<file path="src/rtl/core/jis7ld_pkg.sv">
// ----------------------------------------------------------------------------
// jis7ld_pkg: shared types and constants of the JIS7 line decoder
// Holds the result record, the symbol lookup and the pair bit-phase table.
// ----------------------------------------------------------------------------
package jis7ld_pkg;

  // Result kinds carried on the output tuser.
  localparam logic [1:0] KindData   = 2'd0;
  localparam logic [1:0] KindAccept = 2'd1;
  localparam logic [1:0] KindReject = 2'd2;

  // Line limit after reset, and the number of header characters.
  localparam logic [7:0] ResetLimit = 8'd78;
  localparam logic [7:0] HeadChars  = 8'd4;

  // Radix of one symbol pair.
  localparam logic [13:0] Radix = 14'd91;

  // Most results one input transfer can cause.
  localparam int unsigned MaxResults = 3;

  // One result item.
  typedef struct packed {
    logic [1:0] kind;
    logic [7:0] data_byte;
    logic [7:0] byte_count;
    logic       last_result;
  } res_t;

  // All results of one input transfer, in order, with their number.
  typedef struct packed {
    logic [1:0]                 num;
    res_t [MaxResults-1:0]      res;
  } bundle_t;

  // Reverse alphabet: bit 7 flags an invalid code, bits 6:0 hold the symbol.
  // The alphabet is 0x21..0x7e without 0x23, 0x2e and 0x60.
  function automatic logic [7:0] sym_lookup(input logic [7:0] c);
    logic [7:0] v;
    logic       bad;
    bad = (c < 8'h21) || (c > 8'h7e) || (c == 8'h23) || (c == 8'h2e) || (c == 8'h60);
    v = c - 8'h21 - {7'd0, (c > 8'h23)} - {7'd0, (c > 8'h2e)} - {7'd0, (c > 8'h60)};
    return {bad, v[6:0]};
  endfunction

  // Bit phase of the held byte for each pair index.
  function automatic logic [2:0] phase_lookup(input logic [2:0] p);
    logic [2:0] j;
    unique case (p)
      3'd0: j = 3'd0;
      3'd1: j = 3'd3;
      3'd2: j = 3'd6;
      3'd3: j = 3'd1;
      3'd4: j = 3'd4;
      3'd5: j = 3'd7;
      3'd6: j = 3'd2;
      default: j = 3'd5;
    endcase
    return j;
  endfunction

endpackage

</file>
<file path="src/rtl/core/jis7ld_core.sv">
// ----------------------------------------------------------------------------
// jis7ld_core: per-line decode state and result generation
// Holds the line state and forms, in one pass, all results of a character.
// ----------------------------------------------------------------------------
module jis7ld_core (
  input  logic                 clk_i,
  input  logic                 rst_ni,
  input  logic                 accept_i,
  input  logic [7:0]           char_code_i,
  input  logic                 line_end_i,
  input  logic [7:0]           line_limit_i,
  output jis7ld_pkg::bundle_t  bundle_o
);

  logic [7:0]  char_index_q, char_index_d;
  logic [6:0]  saved_symbol_q, saved_symbol_d;
  logic [7:0]  held_byte_q, held_byte_d;
  logic [2:0]  pair_phase_q, pair_phase_d;
  logic [7:0]  bytes_emitted_q, bytes_emitted_d;
  logic        line_bad_q, line_bad_d;

  logic [7:0]  lookup;
  logic [7:0]  sym8;
  logic        in_range;
  logic        bad_n;
  logic [7:0]  idx_inc;
  logic [13:0] pair_val;
  logic [2:0]  j;
  logic [21:0] shl;
  logic [13:0] shr;
  logic [1:0]  nbytes;
  logic [7:0]  b0, b1;
  logic [8:0]  emit_sum;
  logic [7:0]  cnt;
  logic        reject;
  jis7ld_pkg::bundle_t bnd;

  // Symbol decode and the pair value with its shifted forms.
  always_comb begin
    lookup   = jis7ld_pkg::sym_lookup(char_code_i);
    sym8     = {1'b0, lookup[6:0]};
    in_range = char_index_q < line_limit_i;
    bad_n    = line_bad_q | (in_range & lookup[7]);
    idx_inc  = (char_index_q == 8'hff) ? char_index_q : char_index_q + 8'd1;
    pair_val = {7'd0, saved_symbol_q} * jis7ld_pkg::Radix + {7'd0, lookup[6:0]};
    j        = jis7ld_pkg::phase_lookup(pair_phase_q);
    shl      = {8'd0, pair_val} << (4'd8 - {1'b0, j});
    shr      = pair_val >> j;
  end

  // Next line state and the data bytes of this character.
  always_comb begin
    saved_symbol_d = saved_symbol_q;
    held_byte_d    = held_byte_q;
    pair_phase_d   = pair_phase_q;
    nbytes         = 2'd0;
    b0             = 8'd0;
    b1             = 8'd0;
    if (in_range && !bad_n) begin
      case (char_index_q)
        8'd0: begin
          held_byte_d = sym8;
        end
        8'd1: begin
          nbytes      = 2'd1;
          b0          = (sym8 << 6) | held_byte_q;
          held_byte_d = sym8 >> 2;
        end
        8'd2: begin
          nbytes      = 2'd1;
          b0          = (sym8 << 4) | held_byte_q;
          held_byte_d = sym8 >> 4;
        end
        8'd3: begin
          held_byte_d = (sym8 << 2) | held_byte_q;
        end
        default: begin
          if (!char_index_q[0]) begin
            // First symbol of a pair.
            saved_symbol_d = lookup[6:0];
          end else begin
            // Second symbol: splice the pair value into the held byte.
            b0 = held_byte_q | shl[7:0];
            if (j < 3'd5) begin
              nbytes      = 2'd2;
              b1          = shr[7:0];
              held_byte_d = {2'd0, shr[13:8]};
            end else begin
              nbytes      = 2'd1;
              held_byte_d = shr[7:0];
            end
            pair_phase_d = pair_phase_q + 3'd1;
          end
        end
      endcase
    end
  end

  // Byte count, line verdict and the ordered result list.
  always_comb begin
    emit_sum = {1'b0, bytes_emitted_q} + {7'd0, nbytes};
    bytes_emitted_d = emit_sum[8] ? 8'hff : emit_sum[7:0];
    cnt    = (idx_inc < line_limit_i) ? idx_inc : line_limit_i;
    reject = bad_n || (cnt < jis7ld_pkg::HeadChars) || cnt[0];

    bnd = '0;
    if (nbytes != 2'd0) begin
      bnd.res[0].kind      = jis7ld_pkg::KindData;
      bnd.res[0].data_byte = b0;
    end
    if (nbytes == 2'd2) begin
      bnd.res[1].kind      = jis7ld_pkg::KindData;
      bnd.res[1].data_byte = b1;
    end
    if (line_end_i) begin
      if (reject) begin
        bnd.res[nbytes].kind = jis7ld_pkg::KindReject;
      end else begin
        bnd.res[nbytes].kind       = jis7ld_pkg::KindAccept;
        bnd.res[nbytes].byte_count = bytes_emitted_d;
      end
    end
    bnd.num = nbytes + {1'b0, line_end_i};
    if (bnd.num != 2'd0) begin
      bnd.res[bnd.num - 2'd1].last_result = 1'b1;
    end
    bundle_o = bnd;
  end

  // Line state registers; a line end clears them for the next line.
  always_ff @(posedge clk_i or negedge rst_ni) begin
    if (!rst_ni) begin
      char_index_q    <= '0;
      saved_symbol_q  <= '0;
      held_byte_q     <= '0;
      pair_phase_q    <= '0;
      bytes_emitted_q <= '0;
      line_bad_q      <= 1'b0;
    end else if (accept_i) begin
      if (line_end_i) begin
        char_index_q    <= '0;
        saved_symbol_q  <= '0;
        held_byte_q     <= '0;
        pair_phase_q    <= '0;
        bytes_emitted_q <= '0;
        line_bad_q      <= 1'b0;
      end else begin
        char_index_q    <= char_index_d;
        saved_symbol_q  <= saved_symbol_d;
        held_byte_q     <= held_byte_d;
        pair_phase_q    <= pair_phase_d;
        bytes_emitted_q <= bytes_emitted_d;
        line_bad_q      <= line_bad_d;
      end
    end
  end

  assign char_index_d = idx_inc;
  assign line_bad_d   = bad_n;

endmodule

</file>
<file path="src/rtl/core/jis7_line_decoder.sv">
// ----------------------------------------------------------------------------
// jis7_line_decoder: base-91 style text line decoder, one character a transfer
// Results of a character are registered and appear in the cycle after its input transfer.
// Throughput: one character per cycle while it causes at most one result and
// the output is ready; a character with several results holds the input until
// the single output stream has drained the result buffer to its last result.
// Reset: asynchronous, active low; clears line state, buffer, limit to 78.
// ----------------------------------------------------------------------------
module jis7_line_decoder (
  input  logic        clk_i,
  input  logic        rst_ni,
  // Configuration: line_limit.
  input  logic        cfg_we_i,
  input  logic [7:0]  cfg_wdata_i,
  // Input stream.
  input  logic        s_axis_tvalid,
  output logic        s_axis_tready,
  input  logic [7:0]  s_axis_tdata,   // [7:0] char_code
  input  logic        s_axis_tlast,   // line_end
  // Output stream.
  output logic        m_axis_tvalid,
  input  logic        m_axis_tready,
  output logic [15:0] m_axis_tdata,   // [7:0] data_byte, [15:8] byte_count
  output logic [1:0]  m_axis_tuser,   // [1:0] kind
  output logic        m_axis_tlast    // last_result
);

  logic [7:0] line_limit_q;
  logic       s_xfer;
  logic       m_xfer;
  logic [1:0] num_q;
  jis7ld_pkg::res_t [jis7ld_pkg::MaxResults-1:0] res_q;
  jis7ld_pkg::bundle_t bundle;

  // Line limit register.
  always_ff @(posedge clk_i or negedge rst_ni) begin
    if (!rst_ni) begin
      line_limit_q <= jis7ld_pkg::ResetLimit;
    end else if (cfg_we_i) begin
      line_limit_q <= cfg_wdata_i;
    end
  end

  // A new character is taken once the buffer is empty or drains this cycle.
  assign s_axis_tready = (num_q == 2'd0) || ((num_q == 2'd1) && m_axis_tready);
  assign s_xfer        = s_axis_tvalid && s_axis_tready;
  assign m_xfer        = m_axis_tvalid && m_axis_tready;

  jis7ld_core u_core (
    .clk_i        (clk_i),
    .rst_ni       (rst_ni),
    .accept_i     (s_xfer),
    .char_code_i  (s_axis_tdata),
    .line_end_i   (s_axis_tlast),
    .line_limit_i (line_limit_q),
    .bundle_o     (bundle)
  );

  // Result buffer count.
  always_ff @(posedge clk_i or negedge rst_ni) begin
    if (!rst_ni) begin
      num_q <= 2'd0;
    end else if (s_xfer) begin
      num_q <= bundle.num;
    end else if (m_xfer) begin
      num_q <= num_q - 2'd1;
    end
  end

  // Result buffer payload; the head entry shifts out on each transfer.
  always_ff @(posedge clk_i) begin
    if (s_xfer) begin
      res_q <= bundle.res;
    end else if (m_xfer) begin
      res_q[0] <= res_q[1];
      res_q[1] <= res_q[2];
    end
  end

  assign m_axis_tvalid = num_q != 2'd0;
  assign m_axis_tdata  = {res_q[0].byte_count, res_q[0].data_byte};
  assign m_axis_tuser  = res_q[0].kind;
  assign m_axis_tlast  = res_q[0].last_result;

  // The last buffered result of a character carries the last flag.
  a_last_marked: assert property (@(posedge clk_i) disable iff (!rst_ni)
    (num_q != 2'd0) |-> res_q[num_q - 2'd1].last_result)
    else $error("final buffered result lacks last flag");

  // Only the final buffered result may carry the last flag.
  a_last_single: assert property (@(posedge clk_i) disable iff (!rst_ni)
    (m_axis_tvalid && m_axis_tlast) |-> (num_q == 2'd1))
    else $error("last flag before the end of the buffered results");

  // A status result always closes its character.
  a_status_last: assert property (@(posedge clk_i) disable iff (!rst_ni)
    (m_axis_tvalid && (m_axis_tuser != jis7ld_pkg::KindData)) |-> m_axis_tlast)
    else $error("status result not final");

endmodule
</file>
<file path="config.mk">
export PLATFORM = sky130hd
export DESIGN_NAME = jis7_line_decoder
export DESIGN_NICKNAME = d
export VERILOG_FILES = /design/src/rtl/core/jis7ld_pkg.sv /design/src/rtl/core/jis7ld_core.sv /design/src/rtl/core/jis7_line_decoder.sv
export SDC_FILE = /design/constraint.sdc
export NUM_CORES = 1
export LEC_CHECK = 0
export ABC_CLOCK_PERIOD_IN_PS = 6700
export BUFFER_PORTS_ARGS = -buffer_cell sky130_fd_sc_hd__clkbuf_2
export CORE_MARGIN = 1
export CORE_UTILIZATION = 30
export CTS_CLUSTER_DIAMETER = 30
export CTS_CLUSTER_SIZE = 40
export DETAILED_ROUTE_END_ITERATION = 8
export SYNTH_ARGS = -nofsm -noshare
export SYNTH_HDL_FRONTEND = slang
export SYNTH_SLANG_ARGS = --single-unit
</file>
<file path="constraint.sdc">
create_clock -name clk_i -period 6.7 [get_ports clk_i]
set_input_delay 1.005 -clock clk_i [delete_from_list [all_inputs] [get_ports clk_i]]
set_output_delay 1.005 -clock clk_i [all_outputs]
set_load 0.02 [all_outputs]
</file>
Word-level counts from Yosys, hierarchy flattened --
Index checks and enable logic that the tools add are counted.
Storage, ports and cells: register bits 102, input bits 22, word-level logic and storage cells 151
Cells by class: $add $sub $neg 12, $mul 1, order comparisons 13, equality and inequality tests 17, shifts and indexed selects 2, muxes and demuxes 50, bitwise logic cells 6, reductions and logical operators 30
Operators with widths (count):
- bitwise mux 57 bit | 4
- 2-to-1 mux 57 bit | 3
- 2-to-1 mux 8 bit | 17
- demux 19 bit (select 2 bit) | 3
- 2-to-1 mux 38 bit | 2
- bitwise OR 8 bit | 4
- one-hot mux 8 bit (4 select lines) | 1
- 2-to-1 mux 7 bit | 4
- one-hot mux 8 bit (3 select lines) | 1
- one-hot mux 3 bit (7 select lines) | 1
- subtractor 7 x 1 -> 7 bit | 3
- 2-to-1 mux 19 bit | 1
- equality test 8 x 2 -> 1 bit (second input constant) | 2
- equality test 8 x 6 -> 1 bit (second input constant) | 2
- > comparator 8 x 6 -> 1 bit (second input constant) | 2
- > comparator 8 x 7 -> 1 bit (second input constant) | 2
- less-than comparator 8 bit | 2
- adder 14 x 7 -> 14 bit | 1
- multiplier 7 x 7 -> 14 bit (second input constant) | 1
- << shifter 14 x 4 -> 8 bit | 1
- right shift 14 x 3 -> 14 bit | 1
- 2-to-1 mux 3 bit | 4
- nonzero test 2 bit | 6
- 2-to-1 mux 2 bit | 5
- 38 further kinds | 58

Longest topological paths before layout --
Gate-level depths: netlist of run 1.
word-level depth 21, mapped depth 33, gate-level depth less buffers 33

By module --
A second synthesis of run 1 with hierarchy kept.
Unflattened totals: cell total of the unflattened synthesis 941, area total of the unflattened synthesis 8968.6 um^2
Modules (own cells, without submodules):
- jis7ld_core | times used 1, cells an instance 788, area each 5982.0 um^2, seq. area each 875.8 um^2
- jis7_line_decoder | times used 1, cells an instance 153, area each 2986.6 um^2, seq. area each 1966.9 um^2

Least setup slack after synthesis of run 1 --
OpenSTA, ideal clock, no wires.
path kind input port to flip-flop, from input port s_axis_tdata[4], to register res_q[33] (netlist name) (data pin), library setup time 0.147 ns, arrival time 7.196 ns, data required time 6.553 ns, slack -0.643 ns, stages 32, cell sequence inv_1 ha_1 a31oi_1 o21ai_0 fa_1 inv_1 ha_1 inv_1 fa_1 inv_1 ha_1 inv_1 fa_1 nor2_1 nor2_1 o21bai_1 xor2_1 fa_1 inv_1 fa_1 inv_1 fa_1 inv_1 ha_1 o21ai_0 o211a_1 or4b_2 nand4_1 a21oi_1 mux2i_1 nand2_1 a21oi_1
Between the ends: longest elaborated chain between the ends 19
Ends and longest elaborated chain:
- from (decl) | RTL line jis7_line_decoder.sv:18 | input logic [7:0] s_axis_tdata,
- parallel branches: the longest is 17 deep, another holds adder 14 x 7 -> 14 bit
- 2-to-1 mux 57 bit (*) | RTL line jis7ld_core.sv:124 | if (bnd.num != 2'd0) begin
- 2-to-1 mux 38 bit (*) | RTL line jis7_line_decoder.sv:72 | if (s_xfer) begin
- to (signal assigned) | RTL line jis7_line_decoder.sv:73 | res_q <= bundle.res;
- to (decl) | RTL line jis7_line_decoder.sv:32 | jis7ld_pkg::res_t [jis7ld_pkg::MaxResults-1:0] res_q;
Every way passes the cells marked *. A chain may end at the register's enable or synchronous reset.

Worst setup path in the final report of run 1 --
from input port s_axis_tdata[2], to register u_core.held_byte_q[2]
Between the ends: longest elaborated chain between the ends 11
Ends and longest elaborated chain:
- subtractor 7 x 6 -> 7 bit (tied with other cells) | RTL line jis7ld_pkg.sv:42 | v = c - 8'h21 - {7'd0, (c > 8'h23)} - {7'd0, (c > 8'h2e)} - {7'd0, (c > 8'h60)};
- subtractor 7 x 1 -> 7 bit / logical OR 1 bit (equally long branches) (3 in a row) | RTL line jis7ld_pkg.sv:42, jis7ld_pkg.sv:41
- adder 14 x 7 -> 14 bit / logical OR 1 bit (equally long branches) | RTL line jis7ld_core.sv:45, jis7ld_pkg.sv:41
- right shift 14 x 3 -> 14 bit / bitwise AND 1 bit (equally long branches) | RTL line jis7ld_core.sv:48, jis7ld_core.sv:43
- 2-to-1 mux 8 bit / bitwise OR 1 bit (equally long branches) | RTL line jis7ld_core.sv:84, jis7ld_core.sv:43
- 2-to-1 mux 8 bit / zero test 1 bit (equally long branches) | RTL line jis7ld_core.sv:78, jis7ld_core.sv:59
- one-hot mux 8 bit (4 select lines) / logical AND 1 bit (equally long branches) | RTL line jis7ld_core.sv:60, jis7ld_core.sv:59
- 2-to-1 mux 8 bit / nonzero test 2 bit (equally long branches)
- 2-to-1 mux 8 bit / AND reduction 3 bit (equally long branches)
- to (signal assigned) | RTL line jis7ld_core.sv:150 | held_byte_q <= held_byte_d;
- to (decl) | RTL line jis7ld_core.sv:17 | logic [7:0] held_byte_q, held_byte_d;
Several ways; a longest one is shown, not always the timed one. The select of a mux whose other input is x is not followed.

==> summary.txt, run 1 <==
Yosys
  • Netlist Area Pre-Place: 7900 um2
  • Post-synth EDFFs: 49
  • Syn Area/Cell: 8.91 um2
  • Sequential area share after synthesis: 0.329
  • Top_reg_cell synth: edfxtp_1
  • Yosys reg bits: 94
  • Syn nets: 1004
  • Ys async rst share: 0.479
  • Cells after Synth: 887
  • Yosys cell types: 77
  • Ys Warns: 0

CTS
  • Sink Count: 94
  • CTS root buf: clkbuf_16
  • Num CTS Buffers: 9
  • Clk_lat worst skew: 0.35 ns
  • CTS tree: yes
  • H-Tree Depth: 3
  • Cts hold-fix bufs: 0
  • Clk pin slew, worst setup/hold paths: 0.08 ns
  • Max Root-Sink Buffers: 2

Final layout
  • Final net count: 1117
  • Layout cell share with drive strength beyond 1: 0.289
  • Area grow syn2layout: 27.2%
  • Filler cells: 2528
  • Design Area, Final: 10100 um2
  • Post-route insts no fill: 1340
  • Post-layout util: 0.388
  • # diodes: 0

Job
  • Max Cap Viol: 0

GRT
  • Vias in the first global route: 6850
  • Initial antenna violation count: 0
  • First-pass GRT wire length: 35400 um
  • Largest net degree at the start of global routing: 53
  • Grt ovf: 0
  • GRT Total Usage: 0.165

Route
  • Post-route DRC: 2
  • Starting DRT DRC Count: 669
  • Total vias in the final route: 7038
  • Drt wl/cell: 16.1 um
  • Via density: 5.25
  • ANT nets after route: 0
  • Detailed Route WL: 21500 um
  • Drt first pass iters: 8

STA
  • Final WS setup: -0.456 ns
  • Relative slew slack: 0.315
  • Worst-Margin Slew: 1.03 ns
  • RSZ-0062 raised after global routing: true
  • Pins Over Slew Limit: 0
  • Fin. Hold Viols: 0
  • Max Fclk: 140 MHz
  • Clock Skew: 0.0115 ns
  • Final setup violating endpoints: 17
  • Minimum clock period: 7.16 ns
  • Post-route clock period utilization: 1.07

Worst setup path
  • CP Launch Type: input port
  • Max FO, Critical Path: 5
  • CP dominant cell by count: inv_2
  • Slowest CP cell: fa_1
  • Slowest stage delay, CP: 0.54 ns
  • Required time worst endpoint: 6.98 ns
  • Critical path capture point type: flip-flop
  • CP arrival: 7.43 ns
  • Kind of critical path: in2reg

Placed design
  • GP Congestion: 0.927
  • Placed Cells: 1285
  • Number of port buffers: 42
  • DP Worst Slack: -0.992 ns
  • Placed inst area: 8930 um2
  • HPWL Detailed: 15400 um

Floorplanning
  • Die height: 164 um
  • Initial Util: 0.305
  • Row Count: 59
  • # IOs: 43
  • Total core area: 25900 um2
  • Die X: 164 um
  • Die area: 27000 um2

Run status
  • Status: complete, but fails checks
  • Failing checks: design-rule violations, negative setup slack

Hold path
  • Min-delay worst type: reg2reg
## metrics by stage
step | hold WS, ns | TNS, ns
after global placement | 0.474 | -14.06
after floorplan | 0.456 | -3.71
final | 0.501 | -5.52
after global routing | 0.532 | -10.63
after CTS | 0.506 | -3.88
after detailed placement | 0.489 | -15.89
## cell families after synthesis
kind of cell,synth area share
DFF,0.329
muxes,0.0285
xor gates and xnor gates,0.0155
and+or+nand+nor,0.173
AOI/OAI and AO/OA,0.205
adders and majority gates,0.171
buffers and inverters,0.0776
## synthesized netlist by cell type (7+ instances only)
library cell / n / area, um2
ha_1: 73 / 913
a211oi_1: 9 / 67.6
o21bai_1: 8 / 60.1
or3_1: 8 / 50.1
nor2b_1: 9 / 56.3
edfxtp_1: 49 / 1470
o211ai_1: 15 / 113
nor2_1: 66 / 248
buf_4: 18 / 135
nor3_1: 14 / 70.1
o22ai_1: 10 / 62.6
o21ai_2: 9 / 78.8
buf_2: 7 / 35.0
fa_1: 22 / 440
o21ai_0: 59 / 295
a21oi_1: 43 / 215
dfrtp_1: 41 / 1030
inv_1: 86 / 323
a31oi_1: 13 / 81.3
xnor2_1: 11 / 96.3
mux2_2: 12 / 135
nand3_1: 28 / 140
mux2i_1: 9 / 90.1
nand4_1: 7 / 43.8
and3_1: 15 / 93.8
nand2_1: 98 / 368
nand2b_1: 8 / 50.1
clkbuf_1: 23 / 86.3
a21o_1: 10 / 75.1
## state kept, by name, indices dropped and copies added, names as in the netlist, 2 cells and up
| signal | cells |
|---|---|
| res_q | 30 |
| m_axis_tdata | 16 |
| line_limit_q | 8 |
| u_core.bytes_emitted_q | 8 |
| u_core.char_index_q | 8 |
| u_core.held_byte_q | 8 |
| u_core.saved_symbol_q | 7 |
| u_core.pair_phase_q | 3 |
| m_axis_tuser | 2 |
| num_q | 2 |
## cell usage in the layout, fill, tap and decap left out, drive strengths merged, types with 4 or more instances in the layout
cell	Yosys	routed
or2	5	5
nand2	98	98
a211oi	9	9
nor3	15	15
a211o	4	4
o211ai	15	15
and3	15	15
nand2b	8	8
dfstp	4	4
ha	73	73
a21boi	4	4
inv	87	92
a31oi	13	13
nand3	28	28
a21oi	43	43
nor2b	9	9
o21ai	68	68
a22o	6	6
o41ai	4	4
fa	22	22
a21o	10	10
buf	28	111
or3	9	9
o21bai	8	8
edfxtp	49	49
mux2i	9	9
nor2	67	67
clkbuf	23	51
o22ai	10	10
nor4	6	6
nand4	7	7
dfrtp	41	41
xnor2	11	11
a2111oi	6	6
mux2	12	12
o21a	5	5
## final timing paths
path	from	end	slack, ns	depth (start not counted)
max in group asynchronous	rst_ni	line_limit_q[4]$_DFFE_PN0P_	5.53	2
setup / recovery	s_axis_tdata[2]	u_core.held_byte_q[2]$_DFFE_PN0P_	-0.46	33
setup reg to reg	u_core.pair_phase_q[0]$_DFFE_PN0P_	m_axis_tdata[13]$_DFFE_PP_	1.81	16
hold reg to reg	u_core.bytes_emitted_q[0]$_DFFE_PN0P_	u_core.bytes_emitted_q[0]$_DFFE_PN0P_	0.50	2
min in group asynchronous	rst_ni	u_core.bytes_emitted_q[4]$_DFFE_PN0P_	0.74	2
hold / removal	u_core.bytes_emitted_q[0]$_DFFE_PN0P_	u_core.bytes_emitted_q[0]$_DFFE_PN0P_	0.50	2
## final cells by class
cell class	count	area, um2	area share
timing repair buffer	153	1110	0.111
inverter	88	349	0.0347
clock inverter	7	62.6	0.00622
sequential	94	2600	0.259
clock buffer	9	225	0.0224
tap	335	419	0.0417
multi-input combinational	654	5280	0.525
## critical path, delay by kind of cell
family / cells / cell delay, ns
adder cells (fa/ha/maj): 10 / 3.36
AND/OR/NAND/NOR: 6 / 0.90
multiplexers: 1 / 0.33
AO/OA/AOI/OAI: 6 / 1.14
XOR/XNOR: 1 / 0.12
buffers and inverters: 9 / 0.59
## per-layer routing
layer / vias up / share of wire / GRT usage / wire, um
met1: 3378 / 0.47 / 0.229 / 10200
met2: 217 / 0.45 / 0.258 / 9780
met3: 36 / 0.059 / 0.0338 / 1260
li1: 3407 / - / - / -
met4: 0 / 0.016 / 0.0408 / 334
met5: - / 0 / 0 / 0
## repair_timing
item	in CTS	in global routing
pin swaps	38	46
buffers inserted	37	13
endpoints found under the setup margin	19	20
gates resized for setup	59	49
Power of run 1 is left out: the tool's default activity adds up to more than one toggle a clock period on the data nets, which glitch-free logic cannot reach.
==> inputs of run 2 (changes only) <==
--- a/config.mk
+++ b/config.mk
@@ -5,7 +5,8 @@
 export SDC_FILE = /design/constraint.sdc
 export NUM_CORES = 1
 export LEC_CHECK = 0
-export ABC_CLOCK_PERIOD_IN_PS = 6700
+export ABC_AREA = 1
+export ABC_CLOCK_PERIOD_IN_PS = 8980
 export BUFFER_PORTS_ARGS = -buffer_cell sky130_fd_sc_hd__clkbuf_2
 export CORE_MARGIN = 1
 export CORE_UTILIZATION = 30
==> constraint.sdc (replaced) <==
create_clock -name clk_i -period 8.98 [get_ports clk_i]
set_input_delay 1.347 -clock clk_i [delete_from_list [all_inputs] [get_ports clk_i]]
set_output_delay 1.347 -clock clk_i [all_outputs]
set_load 0.02 [all_outputs]
==> run 2 against run 1 <==
  * The run ends with design-rule violations left
  * Die area up 2.7%
  * Design area is 13% lower
  * Synthesized cell count is 20% higher
  * Critical path depth up 6
  * Non-clock buffer count is 108 lower
  * Hold slack got worse by 0.017 ns
  * Area after synthesis increased by 2.8%
  * Global-route usage fell by 2.0 points
  * Critical path type unchanged
  * Largest cell class unchanged
==> summary.txt, run 2 <==
Final layout
  • Commonest non-fill, non-tap cell in the layout: nand2_1
  • Largest register FFs: 30
  • # diodes: 0
  • Layout cell share with drive strength beyond 1: 0.107
  • Filler cells: 2793
  • Post-route insts no fill: 1414
  • Design Area, Final: 8790 um2
  • Final net count: 1191
  • Commonest cells after routing, fill and taps aside: nand2_1 (243), inv_1 (169), nand3_1 (99)
  • Top reg by flops: res_q
  • Area grow syn2layout: 8.29%

Floorplanning
  • Die area: 27700 um2
  • Row Count: 59
  • Initial Util: 0.309
  • # IOs: 43
  • Total core area: 26300 um2
  • Die X: 167 um
  • Die height: 167 um

GRT
  • Grt ovf: 0
  • First-pass GRT wire length: 32600 um
  • Vias in the first global route: 6518
  • Met1 Use GR: 0.206
  • GR Layer Usage met2: 0.228
  • Largest net degree at the start of global routing: 46
  • GRT met3 Usage: 0.0247
  • Initial antenna violation count: 0
  • GRT Total Usage: 0.145
  • Grt peak-use layer: met2

Worst setup path
  • Worst r2r dst: u_core.held_byte_q[3]$_DFFE_PN0P_
  • Slowest stage delay, CP: 0.52 ns
  • Reg-to-reg slack, setup: 4.53 ns
  • Max FO, Critical Path: 5
  • Critical path capture point type: flip-flop
  • CP dominant cell by count: inv_1
  • Slowest CP cell: fa_1
  • Reg2reg start: u_core.saved_symbol_q[0]$_DFFE_PN0P_
  • R2R depth: 20
  • Kind of critical path: in2reg
  • CP arrival: 7.85 ns
  • Required time worst endpoint: 9.09 ns
  • CP Launch Type: input port

CTS
  • Post-CTS sizing: 0
  • CTS tree: yes
  • Sink Count: 94
  • Setup bufs post-CTS: 0
  • Clk pin slew, worst setup/hold paths: 0.07 ns
  • CTS root buf: clkbuf_16
  • Cts hold-fix bufs: 0
  • Num CTS Buffers: 9
  • Clk_lat worst skew: 0.36 ns
  • H-Tree Depth: 3
  • Max Root-Sink Buffers: 2

Yosys
  • Syn nets: 1178
  • Ys Warns: 0
  • Commonest cells post-synth: nand2_1 (244), inv_1 (169), nand3_1 (99)
  • Top-area cell type share of the netlist area: 0.181
  • Post-synth EDFFs: 49
  • Post-synth top area cell: edfxtp_1
  • Synth area leaders: edfxtp_1 (18%), dfrtp_1 (13%), nand2_1 (11%), ha_1 (11%), inv_1 (7.8%)
  • Ys async rst share: 0.479
  • Syn Area/Cell: 7.65 um2
  • Netlist Area Pre-Place: 8120 um2
  • Sequential area share after synthesis: 0.321
  • Top_reg_cell synth: edfxtp_1
  • Cells after Synth: 1061
  • Yosys cell types: 54
  • Most frequent cell after synthesis: nand2_1
  • Yosys reg bits: 94

STA
  • Final setup violating endpoints: 0
  • Relative slew slack: 0.363
  • Worst-Margin Slew: 0.953 ns
  • RSZ-0062 raised after global routing: false
  • Fin. Hold Viols: 0
  • Minimum clock period: 7.74 ns
  • Post-route clock period utilization: 0.862
  • Setup TNS: 0 ns
  • Clock Skew: 0.0105 ns
  • Max Fclk: 129 MHz
  • Pins Over Slew Limit: 0
  • Final WS setup: 1.24 ns

Route
  • Starting DRT DRC Count: 531
  • Via density: 4.88
  • Detailed Route WL: 19400 um
  • Drt first pass iters: 9
  • Drt wl/cell: 13.7 um
  • Post-route DRC: 6
  • Total vias in the final route: 6898
  • ANT nets after route: 0

Job
  • Max Cap Viol: 0

Hold path
  • Origin of the worst min-delay path: u_core.held_byte_q[5]$_DFFE_PN0P_
  • Hold Crit Depth: 2
  • Min-delay worst type: reg2reg
  • WHS Endpoint: u_core.held_byte_q[5]$_DFFE_PN0P_

Placed design
  • HPWL Detailed: 15000 um
  • DP Worst Slack: 0.867 ns
  • Number of port buffers: 42
  • Placed inst area: 8510 um2
  • Placed Cells: 1398
  • GP Congestion: 0.879

Run status
  • Failing checks: design-rule violations
  • Status: complete, but fails checks
==> run 2: metal layers <==
layer	part of all wire	up-vias
met3	0.048	21
li1	-	3498
met5	0	-
met4	0.012	0
met2	0.43	188
met1	0.51	3191
==> run 2: kinds of logic (layout without fill, tap and decap cells) <==
| logic type | after synthesis | count (layout) | synth area share |
|---|---|---|---|
| flip-flops | 94 | 94 | 0.321 |
| AND/OR/NAND/NOR | 490 | 490 | 0.278 |
| adder cells (fa/ha/maj) | 95 | 95 | 0.167 |
| buffers and inverters | 220 | 238 | 0.114 |
| AO/OA/AOI/OAI | 153 | 153 | 0.109 |
| XOR/XNOR | 9 | 9 | 0.0106 |
==> run 2: final cells by class <==
| type | instances | area, um2 | area share |
|---|---|---|---|
| multi-input combinational | 747 | 4590 | 0.522 |
| timing repair buffer | 45 | 233 | 0.0265 |
| sequential | 94 | 2600 | 0.296 |
| clock buffer | 10 | 229 | 0.0260 |
| tap | 335 | 419 | 0.0477 |
| inverter | 177 | 664 | 0.0756 |
| clock inverter | 6 | 52.6 | 0.00598 |
==> run 2: worst max-delay path by stage <==
stage	from	end	slack, ns	depth (start not counted)
after detailed placement	s_axis_tdata[2]	res_q[34]$_SDFFCE_PP0P_	0.87	39
after floorplan	s_axis_tdata[4]	res_q[34]$_SDFFCE_PP0P_	1.75	39
after CTS	s_axis_tdata[2]	res_q[34]$_SDFFCE_PP0P_	1.26	39
after global routing	s_axis_tdata[3]	res_q[34]$_SDFFCE_PP0P_	0.57	39
after global placement	s_axis_tdata[2]	res_q[34]$_SDFFCE_PP0P_	1.05	39
final	s_axis_tdata[2]	res_q[34]$_SDFFCE_PP0P_	1.24	39
==> run 2: stage by stage <==
stage / hold slack (ns) / util
2_1_floorplan: 0.443 / -
3_3_place_gp: 0.462 / 0.324
3_5_place_dp: 0.465 / 0.324
4_1_cts: 0.482 / 0.335
5_1_grt: 0.495 / 0.335
6_report: 0.484 / 0.335
==> run 2: critical path, delay by kind of cell <==
family	cells	cell delay, ns
fa+ha+maj	10	3.25
compound gates	4	0.80
xor+xnor	1	0.47
simple gates	14	1.18
buf+inv	10	0.79
Power of run 2 is left out for the same reason.
